**config.mk**
```make
export PLATFORM = sky130hd
export DESIGN_NAME = vertex_format_layout_decoder
export DESIGN_NICKNAME = d
export VERILOG_FILES = /design/src/sv/vfld_pkg.sv /design/src/sv/vertex_format_layout_decoder.sv /design/src/sv/vfld_walk.sv
export SDC_FILE = /design/constraint.sdc
export NUM_CORES = 1
export LEC_CHECK = 0
export ABC_AREA = 1
export BUFFER_PORTS_ARGS = -buffer_cell sky130_fd_sc_hd__buf_4
export CAP_MARGIN = 20
export CORE_MARGIN = 3
export CORE_UTILIZATION = 47
export DETAILED_ROUTE_END_ITERATION = 8
export PLACE_DENSITY_LB_ADDON = 0.25
export SYNTH_ARGS = -nofsm -noshare
export SYNTH_HDL_FRONTEND = slang
export SYNTH_SLANG_ARGS = --single-unit
```
**constraint.sdc**
```tcl
create_clock -name aclk -period 11.1 [get_ports aclk]
set_clock_uncertainty 0.1 [all_clocks]
set_input_delay 2.22 -clock aclk [delete_from_list [all_inputs] [get_ports aclk]]
set_output_delay 2.22 -clock aclk [all_outputs]
set_load 0.01 [all_outputs]
```
**src/sv/vfld_pkg.sv**
```systemverilog
`default_nettype none
// ----------------------------------------------------------------------------
// vfld_pkg
// Shared types, constants and helpers of the vertex format layout decoder.
// ----------------------------------------------------------------------------
package vfld_pkg;

    localparam int SLOT_COUNT  = 21;
    localparam int FLAGS_W     = 21;
    localparam int COUNT_W     = 32;
    localparam int SLOT_W      = 5;
    localparam int OFFSET_W    = 6;
    localparam int STRIDE_W    = 8;
    localparam int BYTES_W     = 40;
    localparam int WIDTH_W     = 2;

    localparam logic [OFFSET_W-1:0] POSITION_FLOATS = 6'd3;

    // Component widths by flag bit (bit n is slot n+1)
    localparam logic [FLAGS_W-1:0] WIDTH1_BITS = 21'h0003BF;
    localparam logic [FLAGS_W-1:0] WIDTH2_BITS = 21'h07F800;
    localparam logic [FLAGS_W-1:0] WIDTH3_BITS = 21'h180440;

    typedef logic [SLOT_COUNT:1] vfld_mask_t;

    typedef enum logic [2:0] {
        ST_IDLE,
        ST_SUM,
        ST_MUL,
        ST_START,
        ST_WALK
    } vfld_state_t;

    // One decoded item as handed to the slot walker
    typedef struct packed {
        vfld_mask_t            mask;
        logic [OFFSET_W-1:0]   float_count;
        logic [STRIDE_W-1:0]   stride;
        logic [BYTES_W-1:0]    byte_count;
        logic                  fits;
    } vfld_item_t;

    typedef struct packed {
        logic start;
    } vfld_walk_ctrl_t;

    typedef struct packed {
        logic busy;
        logic free;
    } vfld_walk_stat_t;

    function automatic logic [WIDTH_W-1:0] slot_width(input logic [SLOT_W-1:0] slot);
        logic [WIDTH_W-1:0] w;
        case (slot) inside
            5'd7, 5'd11, 5'd20, 5'd21: w = 2'd3;
            [5'd12:5'd19]:             w = 2'd2;
            default:                   w = 2'd1;
        endcase
        return w;
    endfunction

    // Colour and texture groups only count as an unbroken run from their low bit
    function automatic vfld_mask_t present_mask(input logic [FLAGS_W-1:0] flags);
        logic [FLAGS_W-1:0] m;
        m = flags;
        for (int i = 2; i <= 4; i++) begin
            m[i] = m[i-1] & flags[i];
        end
        for (int i = 12; i <= 18; i++) begin
            m[i] = m[i-1] & flags[i];
        end
        return m;
    endfunction

    function automatic logic [OFFSET_W-1:0] float_total(input vfld_mask_t mask);
        logic [OFFSET_W-1:0] c1;
        logic [OFFSET_W-1:0] c2;
        logic [OFFSET_W-1:0] c3;
        c1 = OFFSET_W'($countones(mask & WIDTH1_BITS));
        c2 = OFFSET_W'($countones(mask & WIDTH2_BITS));
        c3 = OFFSET_W'($countones(mask & WIDTH3_BITS));
        return POSITION_FLOATS + c1 + {c2[OFFSET_W-2:0], 1'b0}
             + {c3[OFFSET_W-2:0], 1'b0} + c3;
    endfunction

endpackage
`default_nettype wire

```
**src/sv/vertex_format_layout_decoder.sv**
```systemverilog
`default_nettype none
// ----------------------------------------------------------------------------
// vertex_format_layout_decoder
// Decodes a vertex component flag word into per-slot float offsets, vertex
// stride and buffer size.
// ----------------------------------------------------------------------------
// Usage:
//   Input channel (s_valid/s_ready): one transfer carries a 21-bit component
//   flag word and a 32-bit vertex count. Output channel (m_valid/m_ready):
//   each input transfer yields 21 result transfers, slots 1..21 in order,
//   m_last set on slot 21. Each result gives the slot's float offset, whether
//   this item placed it, and the stride, float count, byte count and fits
//   flag of the whole item.
//   Path: an input passes the sum, multiply and start states, the walk and
//   the pending and output registers. Results follow at one per cycle while
//   m_ready stays high. The slot walk over the single-port offset memory,
//   one slot per cycle while m_ready holds high, bounds the item rate, with
//   the sum and multiply states ahead of it.
//   Reset (aresetn low, synchronous): offsets of all slots read as zero until
//   placed; no clearing pass is needed, per-slot written bits cover it.
//   Stall: results sit in an output register; a stalled m_ready holds the
//   walk, and the next input is taken while results of the last item drain.
// ----------------------------------------------------------------------------
module vertex_format_layout_decoder (
    input  wire logic                          aclk,
    input  wire logic                          aresetn,
    input  wire logic                          s_valid,
    output logic                               s_ready,
    input  wire logic [vfld_pkg::FLAGS_W-1:0]  s_component_flags,
    input  wire logic [vfld_pkg::COUNT_W-1:0]  s_vertex_count,
    output logic                               m_valid,
    input  wire logic                          m_ready,
    output logic [vfld_pkg::SLOT_W-1:0]        m_slot,
    output logic [vfld_pkg::OFFSET_W-1:0]      m_offset,
    output logic                               m_present,
    output logic [vfld_pkg::STRIDE_W-1:0]      m_stride,
    output logic [vfld_pkg::OFFSET_W-1:0]      m_float_count,
    output logic [vfld_pkg::BYTES_W-1:0]       m_byte_count,
    output logic                               m_fits,
    output logic                               m_last
);
    import vfld_pkg::*;

    vfld_state_t          state_reg;
    vfld_state_t          state_next;
    vfld_mask_t           mask_reg;
    logic [COUNT_W-1:0]   count_reg;
    logic [OFFSET_W-1:0]  float_count_reg;
    logic [BYTES_W-1:0]   byte_count_reg;
    logic [STRIDE_W-1:0]  stride;
    logic [BYTES_W-1:0]   product;

    vfld_walk_ctrl_t      walk_ctrl;
    vfld_walk_stat_t      walk_stat;
    vfld_item_t           item;

    assign stride  = {float_count_reg, 2'b00};
    // 8 x 32 multiply, operands zero-extended to 40 bits
    assign product = BYTES_W'(stride) * BYTES_W'(count_reg);

    assign item.mask        = mask_reg;
    assign item.float_count = float_count_reg;
    assign item.stride      = stride;
    assign item.byte_count  = byte_count_reg;
    assign item.fits        = (byte_count_reg[BYTES_W-1:COUNT_W] == '0);

    always_ff @(posedge aclk) begin
        if (!aresetn) begin
            state_reg <= ST_IDLE;
        end else begin
            state_reg <= state_next;
        end
    end

    always_comb begin
        state_next      = state_reg;
        s_ready         = 1'b0;
        walk_ctrl.start = 1'b0;
        unique case (state_reg)
            ST_IDLE: begin
                s_ready = 1'b1;
                if (s_valid) begin
                    state_next = ST_SUM;
                end
            end
            ST_SUM: begin
                state_next = ST_MUL;
            end
            ST_MUL: begin
                state_next = ST_START;
            end
            ST_START: begin
                // hand over once the previous walk has left the pending stage
                walk_ctrl.start = 1'b1;
                if (walk_stat.free) begin
                    state_next = ST_WALK;
                end
            end
            ST_WALK: begin
                if (!walk_stat.busy) begin
                    state_next = ST_IDLE;
                end
            end
            default: begin
                state_next = ST_IDLE;
            end
        endcase
    end

    // item datapath: run masking at the transfer, then sum, then multiply
    always_ff @(posedge aclk) begin
        if (state_reg == ST_IDLE && s_valid) begin
            mask_reg  <= present_mask(s_component_flags);
            count_reg <= s_vertex_count;
        end
        if (state_reg == ST_SUM) begin
            float_count_reg <= float_total(mask_reg);
        end
        if (state_reg == ST_MUL) begin
            byte_count_reg <= product;
        end
    end

    vfld_walk u_walk (
        .aclk          (aclk),
        .aresetn       (aresetn),
        .ctrl          (walk_ctrl),
        .item          (item),
        .stat          (walk_stat),
        .m_valid       (m_valid),
        .m_ready       (m_ready),
        .m_slot        (m_slot),
        .m_offset      (m_offset),
        .m_present     (m_present),
        .m_stride      (m_stride),
        .m_float_count (m_float_count),
        .m_byte_count  (m_byte_count),
        .m_fits        (m_fits),
        .m_last        (m_last)
    );

endmodule
`default_nettype wire

```
**src/sv/vfld_walk.sv**
```systemverilog
`default_nettype none
// ----------------------------------------------------------------------------
// vfld_walk
// Walks slots 1..21 over the offset memory, one slot per cycle while m_ready
// does not hold it back, and drives the registered result channel.
// ----------------------------------------------------------------------------
module vfld_walk (
    input  wire logic                         aclk,
    input  wire logic                         aresetn,
    input  wire vfld_pkg::vfld_walk_ctrl_t    ctrl,
    input  wire vfld_pkg::vfld_item_t         item,
    output vfld_pkg::vfld_walk_stat_t         stat,
    output logic                              m_valid,
    input  wire logic                         m_ready,
    output logic [vfld_pkg::SLOT_W-1:0]       m_slot,
    output logic [vfld_pkg::OFFSET_W-1:0]     m_offset,
    output logic                              m_present,
    output logic [vfld_pkg::STRIDE_W-1:0]     m_stride,
    output logic [vfld_pkg::OFFSET_W-1:0]     m_float_count,
    output logic [vfld_pkg::BYTES_W-1:0]      m_byte_count,
    output logic                              m_fits,
    output logic                              m_last
);
    import vfld_pkg::*;

    // offset memory, entry 0 unused
    logic [OFFSET_W-1:0] mem [0:SLOT_COUNT];
    logic [OFFSET_W-1:0] rdata_reg;
    vfld_mask_t          written_reg;

    vfld_item_t          item_reg;
    logic                walking_reg;
    logic [SLOT_W-1:0]   slot_reg;
    logic [OFFSET_W-1:0] next_off_reg;

    logic                pend_valid_reg;
    logic [SLOT_W-1:0]   pend_slot_reg;
    logic                pend_present_reg;
    logic                pend_written_reg;
    logic [OFFSET_W-1:0] pend_off_reg;

    logic                out_valid_reg;
    logic [SLOT_W-1:0]   out_slot_reg;
    logic [OFFSET_W-1:0] out_offset_reg;
    logic                out_present_reg;
    logic [STRIDE_W-1:0] out_stride_reg;
    logic [OFFSET_W-1:0] out_float_reg;
    logic [BYTES_W-1:0]  out_bytes_reg;
    logic                out_fits_reg;
    logic                out_last_reg;

    logic                load_now;
    logic                issue;
    logic                cur_present;
    logic                start_ok;
    logic [OFFSET_W-1:0] pend_offset;

    assign load_now    = pend_valid_reg && (!out_valid_reg || m_ready);
    assign issue       = walking_reg && (!pend_valid_reg || load_now);
    assign cur_present = item_reg.mask[slot_reg];
    assign start_ok    = !walking_reg && !pend_valid_reg;
    assign pend_offset = pend_present_reg ? pend_off_reg :
                         (pend_written_reg ? rdata_reg : '0);

    assign stat.busy = walking_reg;
    assign stat.free = start_ok;

    always_ff @(posedge aclk) begin
        if (issue) begin
            rdata_reg <= mem[slot_reg];
            if (cur_present) begin
                mem[slot_reg] <= next_off_reg;
            end
        end
    end

    // walk control
    always_ff @(posedge aclk) begin
        if (!aresetn) begin
            walking_reg    <= 1'b0;
            written_reg    <= '0;
            pend_valid_reg <= 1'b0;
            out_valid_reg  <= 1'b0;
        end else begin
            if (ctrl.start && start_ok) begin
                walking_reg <= 1'b1;
            end else if (issue && slot_reg == SLOT_W'(SLOT_COUNT)) begin
                walking_reg <= 1'b0;
            end
            if (issue && cur_present) begin
                written_reg[slot_reg] <= 1'b1;
            end
            if (issue) begin
                pend_valid_reg <= 1'b1;
            end else if (load_now) begin
                pend_valid_reg <= 1'b0;
            end
            if (load_now) begin
                out_valid_reg <= 1'b1;
            end else if (m_ready) begin
                out_valid_reg <= 1'b0;
            end
        end
    end

    // payload
    always_ff @(posedge aclk) begin
        if (ctrl.start && start_ok) begin
            item_reg     <= item;
            slot_reg     <= SLOT_W'(1);
            next_off_reg <= POSITION_FLOATS;
        end else if (issue) begin
            slot_reg <= slot_reg + SLOT_W'(1);
            if (cur_present) begin
                next_off_reg <= next_off_reg + OFFSET_W'(slot_width(slot_reg));
            end
        end
        if (issue) begin
            pend_slot_reg    <= slot_reg;
            pend_present_reg <= cur_present;
            pend_written_reg <= written_reg[slot_reg];
            pend_off_reg     <= next_off_reg;
        end
        if (load_now) begin
            out_slot_reg    <= pend_slot_reg;
            out_offset_reg  <= pend_offset;
            out_present_reg <= pend_present_reg;
            out_stride_reg  <= item_reg.stride;
            out_float_reg   <= item_reg.float_count;
            out_bytes_reg   <= item_reg.byte_count;
            out_fits_reg    <= item_reg.fits;
            out_last_reg    <= (pend_slot_reg == SLOT_W'(SLOT_COUNT));
        end
    end

    assign m_valid       = out_valid_reg;
    assign m_slot        = out_slot_reg;
    assign m_offset      = out_offset_reg;
    assign m_present     = out_present_reg;
    assign m_stride      = out_stride_reg;
    assign m_float_count = out_float_reg;
    assign m_byte_count  = out_bytes_reg;
    assign m_fits        = out_fits_reg;
    assign m_last        = out_last_reg;

    a_walk_ends: assert property (@(posedge aclk) disable iff (!aresetn)
        issue && slot_reg == SLOT_W'(SLOT_COUNT) |=> !walking_reg)
        else $error("walk did not end after the last slot");

    a_stride: assert property (@(posedge aclk) disable iff (!aresetn)
        out_valid_reg |-> out_stride_reg == {out_float_reg, 2'b00})
        else $error("stride does not match float count");

    a_offset_range: assert property (@(posedge aclk) disable iff (!aresetn)
        out_valid_reg && out_present_reg |-> out_offset_reg < out_float_reg)
        else $error("placed offset outside the vertex");

    a_last: assert property (@(posedge aclk) disable iff (!aresetn)
        out_valid_reg |-> out_last_reg == (out_slot_reg == SLOT_W'(SLOT_COUNT)))
        else $error("last flag on wrong slot");

endmodule
`default_nettype wire
```
### Word-level counts from Yosys, hierarchy flattened

Memory sizes are Yosys's and may differ from the RTL's. A register that Yosys moved wholly into a read port is not among the register bits.
Index checks and enable logic that the tools add are counted.

* flip-flop bits (word level): 272
* RAM bits: 132
* word-level logic and storage cells: 129
* memories: 1

* add/sub/neg operators: 24
* multipliers: 1
* magnitude comparators: 4
* equality and inequality tests: 12
* mux-type cells: 28
* bitwise gates (word level): 11
* reductions and logical operators: 22

Memories
* u_walk.mem: words 22, bits a word 6, rd ports 1, clocked after memory_dff 1, write ports 1, line vfld_walk.sv:27 `logic [OFFSET_W-1:0] mem [0:SLOT_COUNT];`

Operator list (count)
* multiplier 6 x 32 -> 38 bit: 1
* bitwise OR 21 bit: 1
* adder 1 x 1 -> 2 bit: 9
* equality test 5 bit, second input constant: 3
* one-hot mux 3 bit (5 select lines): 1
* two-way mux 1 bit: 14
* two-way mux 6 bit: 2
* AND 1 bit: 10
* binary-select mux 1 bit (select 5 bit): 2
* two-way mux 2 bit: 5
* adder 2 x 2 -> 3 bit: 3
* logical AND 1 bit: 9
* two-way mux 3 bit: 3
* zero test 8 bit: 1
* adder 2 x 1 -> 3 bit: 2
* adder 2 x 5 -> 6 bit, first input constant: 1
* adder 6 x 2 -> 6 bit: 1
* adder 6 x 3 -> 6 bit: 1
* adder 6 x 4 -> 6 bit: 1
* adder 6 bit: 1
* equality test 3 x 2 -> 1 bit, second input constant: 2
* less-than comparator 5 x 6 -> 1 bit, second input constant: 1
* nonzero test 2 bit: 3
* adder 4 x 2 -> 5 bit: 1
* 20 further kinds: 24

### Logic depth before layout (Yosys ltp)

Gate-level depths: netlist of run 1.

* depth in word-level cells: 8
* mapped depth: 21

### Modules after synthesis

From an unflattened synthesis of run 1, not the netlist that was laid out.

* cell total of the unflattened synthesis: 2289
* area, all modules: 23196.0 um^2

Modules (own cells, without submodules)
* vfld_walk: times used 1, cells an instance 900, area an instance 12285.5 um^2, seq. area each 9559.2 um^2
* vertex_format_layout_decoder: times used 1, cells an instance 1389, area an instance 10910.5 um^2, seq. area each 2972.9 um^2

### Least setup slack after synthesis of run 1

OpenSTA, ideal clock, no wires.

* path type: register to register
* from: register state_reg[1]
* to: register u_walk.slot_reg[1]
* setup time: 0.132 ns
* arrival time: 6.521 ns
* slack: 4.347 ns
* cell stages (with the launch flop): 8
* cells stage by stage: dfxtp_1 inv_1 nor3_1 inv_1 nor3_1 inv_1 o21ai_0 a21oi_1

* word-level cells in the longest chain between the ends: 3

RTL lines
* start: declaration: line vertex_format_layout_decoder.sv:44 `vfld_state_t state_reg;`
* start signal: assignment: line vertex_format_layout_decoder.sv:71 `state_reg <= state_next;`
* equality test 3 x 2 -> 1 bit: line vertex_format_layout_decoder.sv:79 `unique case (state_reg)`
* two-way mux 1 bit: line vertex_format_layout_decoder.sv:79
* logical AND 1 bit: line vfld_walk.sv:108 `if (ctrl.start && start_ok) begin`
* end signal: assignment: line vfld_walk.sv:113 `slot_reg <= slot_reg + SLOT_W'(1);`
* end: declaration: line vfld_walk.sv:33 `logic [SLOT_W-1:0] slot_reg;`

No other way between the ends.
A chain may end at the register's enable or synchronous reset.

### Final worst setup path of run 1

* from: register float_count_reg[4]
* to: register byte_count_reg[37] (data pin)

* word-level cells in the longest chain between the ends: 1

RTL lines
* start: declaration: line vertex_format_layout_decoder.sv:48 `logic [OFFSET_W-1:0] float_count_reg;`
* start signal: assignment: line vertex_format_layout_decoder.sv:117 `float_count_reg <= float_total(mask_reg);`
* multiplier 6 x 32 -> 38 bit: line vertex_format_layout_decoder.sv:59 `assign product = BYTES_W'(stride) * BYTES_W'(count_reg);`
* named net product[37]: line vertex_format_layout_decoder.sv:51 `logic [BYTES_W-1:0] product;`
* end signal: assignment: line vertex_format_layout_decoder.sv:120 `byte_count_reg <= product;`
* end: declaration: line vertex_format_layout_decoder.sv:49 `logic [BYTES_W-1:0] byte_count_reg;`

The timed path passes the listed nets, and every way through them passes these cells.

==> impl_metrics.toml, run 1 <==
[floorplan]
core-area_um2 = 46700
fp.dieW_um = 224
start_util = 0.477
die_h_um = 224
die_area_um2 = 50000
std_cell_rows = 79
io_pins = 127

[worst_setup_path]
cp_max_fo = 21
start_kind = "flop"
endpoint_kind = "flop"
r2r_cells = 18
cp_common_cell = "nand2_1"
cp_cell_sequence = "buf_8 > nand2_1 > inv_1 > fa_1 > fa_1 > inv_1 > fa_1 > inv_1 > ha_1 > a21oi_1 > o21ai_0 > or2_2 > nand2_1 > nand2_1 > nand2_1 > nand2_1 > nand2_1 > nand2_1"
r2r_end = "byte_count_reg[37]"
cp_data_required_time_ns = 11.32
r2r-start = "float_count_reg[4]"
path_class = "flop to flop"
cpMaxStageDelayCell = "edfxtp_1"
worst_ep_arrival_time_ns = 5.11
slowest_delay_ns = 0.96
r2r_slack_ns = 6.22

[sta]
finalHoldViolCount = 0
slew_violations = 0
worstMarginPinSlew_ns = 1.08
max_slew_margin = 0.282
finalSetupViolations = 0
rsz0062_at_grt = "false"
tns_ns = 0
fmax_mhz = 205
period_minus_slack_ns = 4.88
fin_crit_sh = 0.440
fin_hold_ws_ns = 0.312

[cells_and_area]
nets = 2572
multi_input_area_um2 = 8160
fin_util = 0.546
syn_to_final_growth_pct = 14.3
regArea_um2 = 11900
layout-drive-gt1-share = 0.102
fillCellCount = 4072
diodes = 0
largest_reg_flops = 132

[global_routing]
grt_pass1_vias = 14890
grt.total_usage = 0.197
grt-ovfl-total = 0
grt_pass1_wl_mm = 78.4
antenna_found_initial = 0
grt_max_degree = 96

[clock_network]
clk_pin_slew_worst_paths_ns = 0.06
cts_resized = 0
cts.sinks = 410
cts_root_buf = "clkbuf_16"
clk_path_buf_depth = 3
clk_latency_ns = 0.59
cts_inserted_buffers = 44
htreeDepth = 2
cts_setup_buffers = 0
hold_buffers = 0
cts_tree = "done"

[synthesis]
yosysMostFrequentCell = "inv_1"
synth_commonest_cells = "504 x inv_1, 435 x nand2_1, 372 x edfxtp_1, 165 x nor2_1, 135 x fa_1"
yosys.area.top_type = "edfxtp_1"
yosysWarnings = 0
synth_ff_type = "edfxtp_1"
synth_cell_types = 40
async_flop_share = 0
syn_area_per_cell_um2 = 10.2
synth_seq_cells = 410
synthTopCellsByArea = "edfxtp_1 50%, fa_1 12%, inv_1 8.5%, nand2_1 7.3%, ha_1 3.9%"
seq_area_frac_synth = 0.536
syn_area_um2 = 22300
yosysTopAreaCellShare = 0.501
syn_inst = 2186
synth_edf_count = 372

[routing]
vias_per_cell = 5.04
drc_errors = 0
drtIter0Drc = 1133
wl_per_cell_um = 16.4
final_antenna_net_count = 0
dr.pass1.iters = 7
vias = 14885
totalWireLength_mm = 48.3

[worst_hold_path]
hold_depth = 0
min_path_type = "flop to flop"
holdPathEnd = "u_walk.item_reg[15]"
hp-start = "byte_count_reg[14]"

[placement]
place_congestion = 0.862
dpl.hpwl_mm = 34.6
portBuffers = 122

[job]
maxCapViolCount = 0

[run_status]
status = "completed"
-- cell usage in the layout (no fill, tap or decap), drive strengths merged, types with 9 or more instances in the layout --
master    netlist  layout
clkinv          1      17
xor2           20      20
dfxtp          38      38
nand2         436     436
nand3          74      74
o22ai          30      30
nor2          165     165
o21ai         114     114
edfxtp        372     372
ha             70      70
a21oi          94      94
nand4          12      12
nor3           15      15
buf            27     140
clkinvlp        0       9
xnor2           9       9
inv           507     511
clkbuf         38      46
fa            135     135
-- stage by stage --
step                      worst slack [ns]  std cells  area [um2]
after global routing                  5.88       2953       25500
after CTS                             6.23       2950       25400
after detailed placement              6.10       2868       23900
final                                 6.22       2953       25500
after global placement                6.05       2862       23700
after floorplan                       4.35       2189       22300
-- how the worst max path moves through the flow --
| stage | end | from | cells after the start |
|---|---|---|---|
| finish | byte_count_reg[37] | float_count_reg[4] | 18 |
| global route | byte_count_reg[26] | float_count_reg[4] | 16 |
| CTS | float_count_reg[5] | mask_reg[11] | 17 |
| detailed placement | u_walk.mem[0][3] | m_ready | 7 |
| global placement | byte_count_reg[35] | float_count_reg[5] | 15 |
| floorplan | u_walk.slot_reg[1] | state_reg[1] | 7 |
-- kinds of logic after synthesis --
| kind of cell | after synthesis | synth area share |
|---|---|---|
| adder cells (fa/ha/maj) | 205 | 0.161 |
| other | 1 | 0.000168 |
| XOR/XNOR | 29 | 0.0114 |
| buffers and inverters | 573 | 0.0997 |
| AND/OR/NAND/NOR | 711 | 0.131 |
| AO/OA/AOI/OAI | 257 | 0.0616 |
| flip-flops | 410 | 0.536 |
-- layer usage --
layer  share of wire  GRT usage  vias to the layer above
met3           0.071     0.0381                       69
met1            0.48      0.297                     7160
li1                -          -                     7162
met2            0.44      0.298                      494
met5               0          0                        -
met4           0.018     0.0444                        0
-- critical path, delay by kind of cell, from the launching register on --
family / cells / cell delay (ns)
compound gates: 2 / 0.40
buf+inv: 4 / 0.42
flops: 1 / 0.96
simple gates: 8 / 0.84
fa+ha+maj: 4 / 1.88
-- cell type report --
cell class	instances	share of cell area
tap	607	0.0298
clock inverter	36	0.0165
timing repair buffer	140	0.0464
inverter	508	0.0749
clock buffer	46	0.0435
multi-input combinational	1206	0.320
sequential	410	0.468
Power of run 1 is not shown: default switching activity piles up to over one toggle a cycle in this logic, so the estimate is an artifact.
==> run 2: changes to the inputs <==
Clock period 11.1 ns to 4.7 ns, I/O delays scaled along.
==> run 2 against run 1 <==
Effect of this change: sequential share of layout area is 0.45 points lower; first-iteration DRC count is 1.7% higher; die area stayed put; critical endpoint is now float_count_reg[5]; critical path depth is 1 lower; via count is 0.11% lower.
==> impl_metrics.toml, run 2 (synthesis results as in run 1) <==
[run_status]
status = "completed"

[clock_network]
cts_root_buf = "clkbuf_16"
htreeDepth = 2
cts_inserted_buffers = 44
clk_pin_slew_worst_paths_ns = 0.06
hold_buffers = 0
cts.sinks = 410
clk_latency_ns = 0.58
clk_path_buf_depth = 3
cts_tree = "done"

[global_routing]
grt-ovfl-total = 0
grt_use_met1 = 0.305
grt_pass1_wl_mm = 78.6
antenna_found_initial = 0
grt_pass1_vias = 14814
gr-usage-met2 = 0.295
grt_max_degree = 75
use_met3 = 0.0301
grt.total_usage = 0.198
top_usage_layer = "met1"

[floorplan]
std_cell_rows = 79
fp.dieW_um = 224
start_util = 0.477
die_area_um2 = 50000
core-area_um2 = 46700
io_pins = 127
die_h_um = 224

[cells_and_area]
regArea_um2 = 11900
largest_reg_flops = 132
syn_to_final_growth_pct = 15.5
diodes = 0
multi_input_area_um2 = 8290
nets = 2592
final_cell_mix = "500 x inv_1, 434 x nand2_1, 372 x edfxtp_1"
fillCellCount = 4039
layout-drive-gt1-share = 0.114
layout_commonest_cell = "inv_1"

[routing]
vias_per_cell = 5.00
wl_per_cell_um = 16.3
drc_errors = 0
drtIter0Drc = 1152
dr.pass1.iters = 7
totalWireLength_mm = 48.6
vias = 14869
final_antenna_net_count = 0

[worst_setup_path]
r2r_end = "float_count_reg[5]"
endpoint_kind = "flop"
cp_data_required_time_ns = 4.94
path_class = "flop to flop"
r2r_cells = 17
r2r_slack_ns = 0.06
start_kind = "flop"
cp_max_fo = 4
r2r-start = "mask_reg[14]"
worst_ep_arrival_time_ns = 4.88

[job]
maxCapViolCount = 0

[worst_hold_path]
holdPathEnd = "u_walk.m_byte_count[37]"
hold_depth = 0
min_path_type = "flop to flop"
hp-start = "u_walk.item_reg[38]"

[sta]
finalSetupViolations = 0
rsz0062_at_grt = "true"
tns_ns = 0
max_slew_margin = 0.272
finalHoldViolCount = 0
slew_violations = 0
fin_crit_sh = 0.988
period_minus_slack_ns = 4.64
worstMarginPinSlew_ns = 1.09
fmax_mhz = 215

[placement]
portBuffers = 122
place_congestion = 0.910
dpl.hpwl_mm = 34.3
[run 2: cell count changes in the layout (fill, tap and decap cells not counted), sizes merged]
cell	change
clkinvlp	-9
buf	+20
clkbuf	+12
clkinv	-3
[run 2: layout make-up]
cell class,count,area share
repair buffers,160,0.0509
clock buffers,58,0.0456
flip-flops and latches,410,0.464
clock inverters,24,0.0133
well taps,607,0.0295
multi-input cells,1206,0.322
inverters,508,0.0741
[run 2: worst max path at each step]
stage / end / from
floorplan: float_count_reg[5] / mask_reg[11]
global placement: float_count_reg[5] / mask_reg[11]
detailed placement: float_count_reg[5] / mask_reg[11]
CTS: float_count_reg[5] / mask_reg[11]
global route: float_count_reg[5] / mask_reg[14]
finish: float_count_reg[5] / mask_reg[14]
[run 2: critical path: stages, from the launching register on]
cell	delay [ns]
edfxtp_1	0.42
fa_1	0.56
inv_2	0.04
fa_1	0.45
fa_1	0.51
inv_2	0.05
ha_4	0.15
fa_2	0.56
ha_4	0.21
ha_4	0.24
ha_4	0.25
ha_4	0.26
a21oi_2	0.14
nand2_2	0.08
a21oi_2	0.13
nor2_1	0.06
nor2_1	0.12
xnor2_1	0.07
[run 2: layer usage]
metal  up-vias  part of all wire
met5         -                 0
met1      7132              0.48
met4         0             0.017
li1       7204                 -
met2       470              0.44
met3        63             0.067
[run 2: metrics by stage]
stage | util | worst slack [ns] | std cells | hold slack, ns | instance area [um2]
2_1_floorplan | - | 0.0567 | 2189 | 0.300 | 22300
3_3_place_gp | 0.514 | -0.0957 | 2884 | 0.303 | 24000
3_5_place_dp | 0.514 | -0.127 | 2884 | 0.305 | 24000
4_1_cts | 0.547 | 0.0129 | 2966 | 0.316 | 25500
5_1_grt | 0.551 | -0.103 | 2973 | 0.320 | 25700
6_report | 0.551 | 0.0558 | 2973 | 0.314 | 25700
[run 2: what timing repair did]
item | CTS | global route
resized for setup | 4 | 16
buffers inserted | 0 | 2
pin swaps | 0 | 6
endpoints found under the hold margin | 0 | 0
setup endpoints to repair | 2 | 10
Power of run 2 is left out for the same reason.
==> run 3: changes to the inputs <==
Settings changed: ABC_AREA 1 to unset.
==> run 3 against run 2 <==
Effect of this change: wire length fell by 10%; critical path depth fell by 3; count of clock-buffer cells in the layout rose by 1; highest routed layer unchanged.
==> impl_metrics.toml, run 3 <==
[cells_and_area]
syn_to_final_growth_pct = 18.9
layout_commonest_cell = "edfxtp_1"
design_area_um2 = 25500
fillCellCount = 3614
nets = 2025
largest_reg_flops = 132
layout-drive-gt1-share = 0.227
final_cell_mix = "372 x edfxtp_1, 192 x inv_1, 189 x buf_4"
diodes = 0

[worst_setup_path]
r2r_end = "float_count_reg[5]"
cp_cell_sequence = "fa_1 > inv_1 > fa_1 > fa_1 > inv_2 > ha_4 > fa_2 > xor2_1 > ha_1 > ha_1 > fa_1 > ha_1 > a21oi_1 > xnor2_1"
start_kind = "flop"
r2r_slack_ns = 0.03
crit_cells = 14
path_class = "flop to flop"
slowest_delay_ns = 0.54
r2r-start = "mask_reg[11]"
crit_buf_inv = 2
worst_ep_arrival_time_ns = 4.88
endpoint = "float_count_reg[5]"
endpoint_kind = "flop"
cp_data_required_time_ns = 4.91
r2r_cells = 14
cpMaxStageDelayCell = "fa_1"
crit_family = "adder cells"
critPathLaunch = "mask_reg[11]"
cp_common_cell = "fa_1"
cp_max_fo = 2

[global_routing]
grt-ovfl-total = 0
grt_use_met1 = 0.260
antenna_found_initial = 0
gr-usage-met2 = 0.298
use_met3 = 0.0288
top_usage_layer = "met2"
grt_pass1_vias = 13106
grt_pass1_wl_mm = 69.1
grt_max_degree = 51
grt.total_usage = 0.184

[floorplan]
die_h_um = 220
io_pins = 127
fp.dieW_um = 220
start_util = 0.481
std_cell_rows = 77
die_area_um2 = 48300
core-area_um2 = 44700

[run_status]
status = "completed"

[synthesis]
synthTopCellsByArea = "edfxtp_1 52%, fa_1 13%, and2_1 5.6%, ha_1 4.1%, mux4_2 4.0%"
synth_commonest_cells = "372 x edfxtp_1, 201 x inv_1, 192 x and2_1, 135 x fa_1, 75 x nand2_1"
yosys.area.top_type = "edfxtp_1"
synth_ff_type = "edfxtp_1"
syn_area_um2 = 21500
syn_area_per_cell_um2 = 13.7
synth_edf_count = 372
yosysTopAreaCellShare = 0.520
async_flop_share = 0
synth_seq_cells = 410
seq_area_frac_synth = 0.555
synth_cell_types = 68
yosysMostFrequentCell = "edfxtp_1"
yosysWarnings = 0
syn_inst = 1570

[sta]
slew_violations = 0
finalHoldViolCount = 0
fin_crit_sh = 0.994
fmax_mhz = 214
period_minus_slack_ns = 4.67
rsz0062_at_grt = "true"
worstMarginPinSlew_ns = 1.06
finalSetupViolations = 0
max_slew_margin = 0.291

[clock_network]
clk_latency_ns = 0.56
cts_inserted_buffers = 43
clk_path_buf_depth = 3
clk_pin_slew_worst_paths_ns = 0.06
cts_root_buf = "clkbuf_16"
cts.sinks = 410
htreeDepth = 2
cts_tree = "done"

[routing]
final_antenna_net_count = 0
wl_per_cell_um = 18.2
vias_per_cell = 5.27
dr.pass1.iters = 5
totalWireLength_mm = 43.6
drtIter0Drc = 897
vias = 12600
drc_errors = 0

[placement]
place_congestion = 0.852
place_area_um2 = 23300
portBuffers = 122
dpl.hpwl_mm = 29.2

[worst_hold_path]
min_path_type = "flop to flop"

[job]
maxCapViolCount = 0
run 3: logic make-up (layout without fill, tap and decap cells):
| kind of cell | Yosys count | count (layout) | synth area share |
|---|---|---|---|
| mux | 51 | 51 | 0.0459 |
| xor+xnor | 39 | 39 | 0.0159 |
| compound gates | 183 | 183 | 0.0600 |
| fa+ha+maj | 205 | 205 | 0.167 |
| flops | 410 | 410 | 0.555 |
| buf+inv | 260 | 485 | 0.0481 |
| simple gates | 421 | 421 | 0.108 |
| other cells | 1 | 4 | 0.000175 |
run 3: layout make-up:
type | count | area [um2] | area share
clock inverter | 21 | 250 | 0.00979
clock buffer | 59 | 1200 | 0.0469
multi-input combinational | 903 | 8990 | 0.352
tap | 592 | 741 | 0.0290
timing repair buffer | 204 | 1680 | 0.0659
inverter | 201 | 754 | 0.0295
sequential | 410 | 11900 | 0.467
run 3: how the worst min path moves through the flow:
stage / from / to / slack, ns / cells past startpoint
2_1_floorplan: byte_count_reg[9] / u_walk.item_reg[10] / 0.30 / 0
3_3_place_gp: byte_count_reg[9] / u_walk.item_reg[10] / 0.30 / 0
3_5_place_dp: u_walk.item_reg[16] / u_walk.m_byte_count[15] / 0.30 / 0
4_1_cts: byte_count_reg[25] / u_walk.item_reg[26] / 0.31 / 0
5_1_grt: u_walk.item_reg[16] / u_walk.m_byte_count[15] / 0.32 / 0
6_report: byte_count_reg[25] / u_walk.item_reg[26] / 0.32 / 0
run 3: per-layer routing:
layer / part of all wire / routed length (um) / vias up
met5: 0 / 0 / -
met4: 0.020 / 884 / 0
met3: 0.058 / 2550 / 54
met2: 0.47 / 20300 / 312
met1: 0.46 / 19800 / 6386
li1: - / - / 5848
run 3: repair_timing:
item / in CTS / in global routing
setup buffers: 0 / 24
hold buffers: 0 / 0
pin swaps: 1 / 59
setup endpoints to repair: 5 / 20
gates resized for setup: 9 / 93
cloned: 0 / 5
run 3: worst register-to-register path, stage by stage, from the launching register on:
cell      delay [ns]
edfxtp_1        0.41
fa_1            0.54
inv_1           0.05
fa_1            0.47
fa_1            0.54
inv_2           0.05
ha_4            0.15
fa_2            0.34
xor2_1          0.17
ha_1            0.29
ha_1            0.23
fa_1            0.45
ha_1            0.34
a21oi_1         0.20
xnor2_1         0.10
run 3: stage by stage:
step           instances  setup slack [ns]  TNS (ns)  hold slack, ns   util
3_3_place_gp        2280            -0.216    -0.218           0.301  0.522
5_1_grt             2390           -0.0850    -0.397           0.320  0.572
4_1_cts             2360           0.00259         0           0.314  0.556
2_1_floorplan       1573             0.120         0           0.300      -
3_5_place_dp        2280           -0.0937    -0.168           0.305  0.522
6_report            2390            0.0262         0           0.317  0.572
Power of run 3 is left out for the same reason.
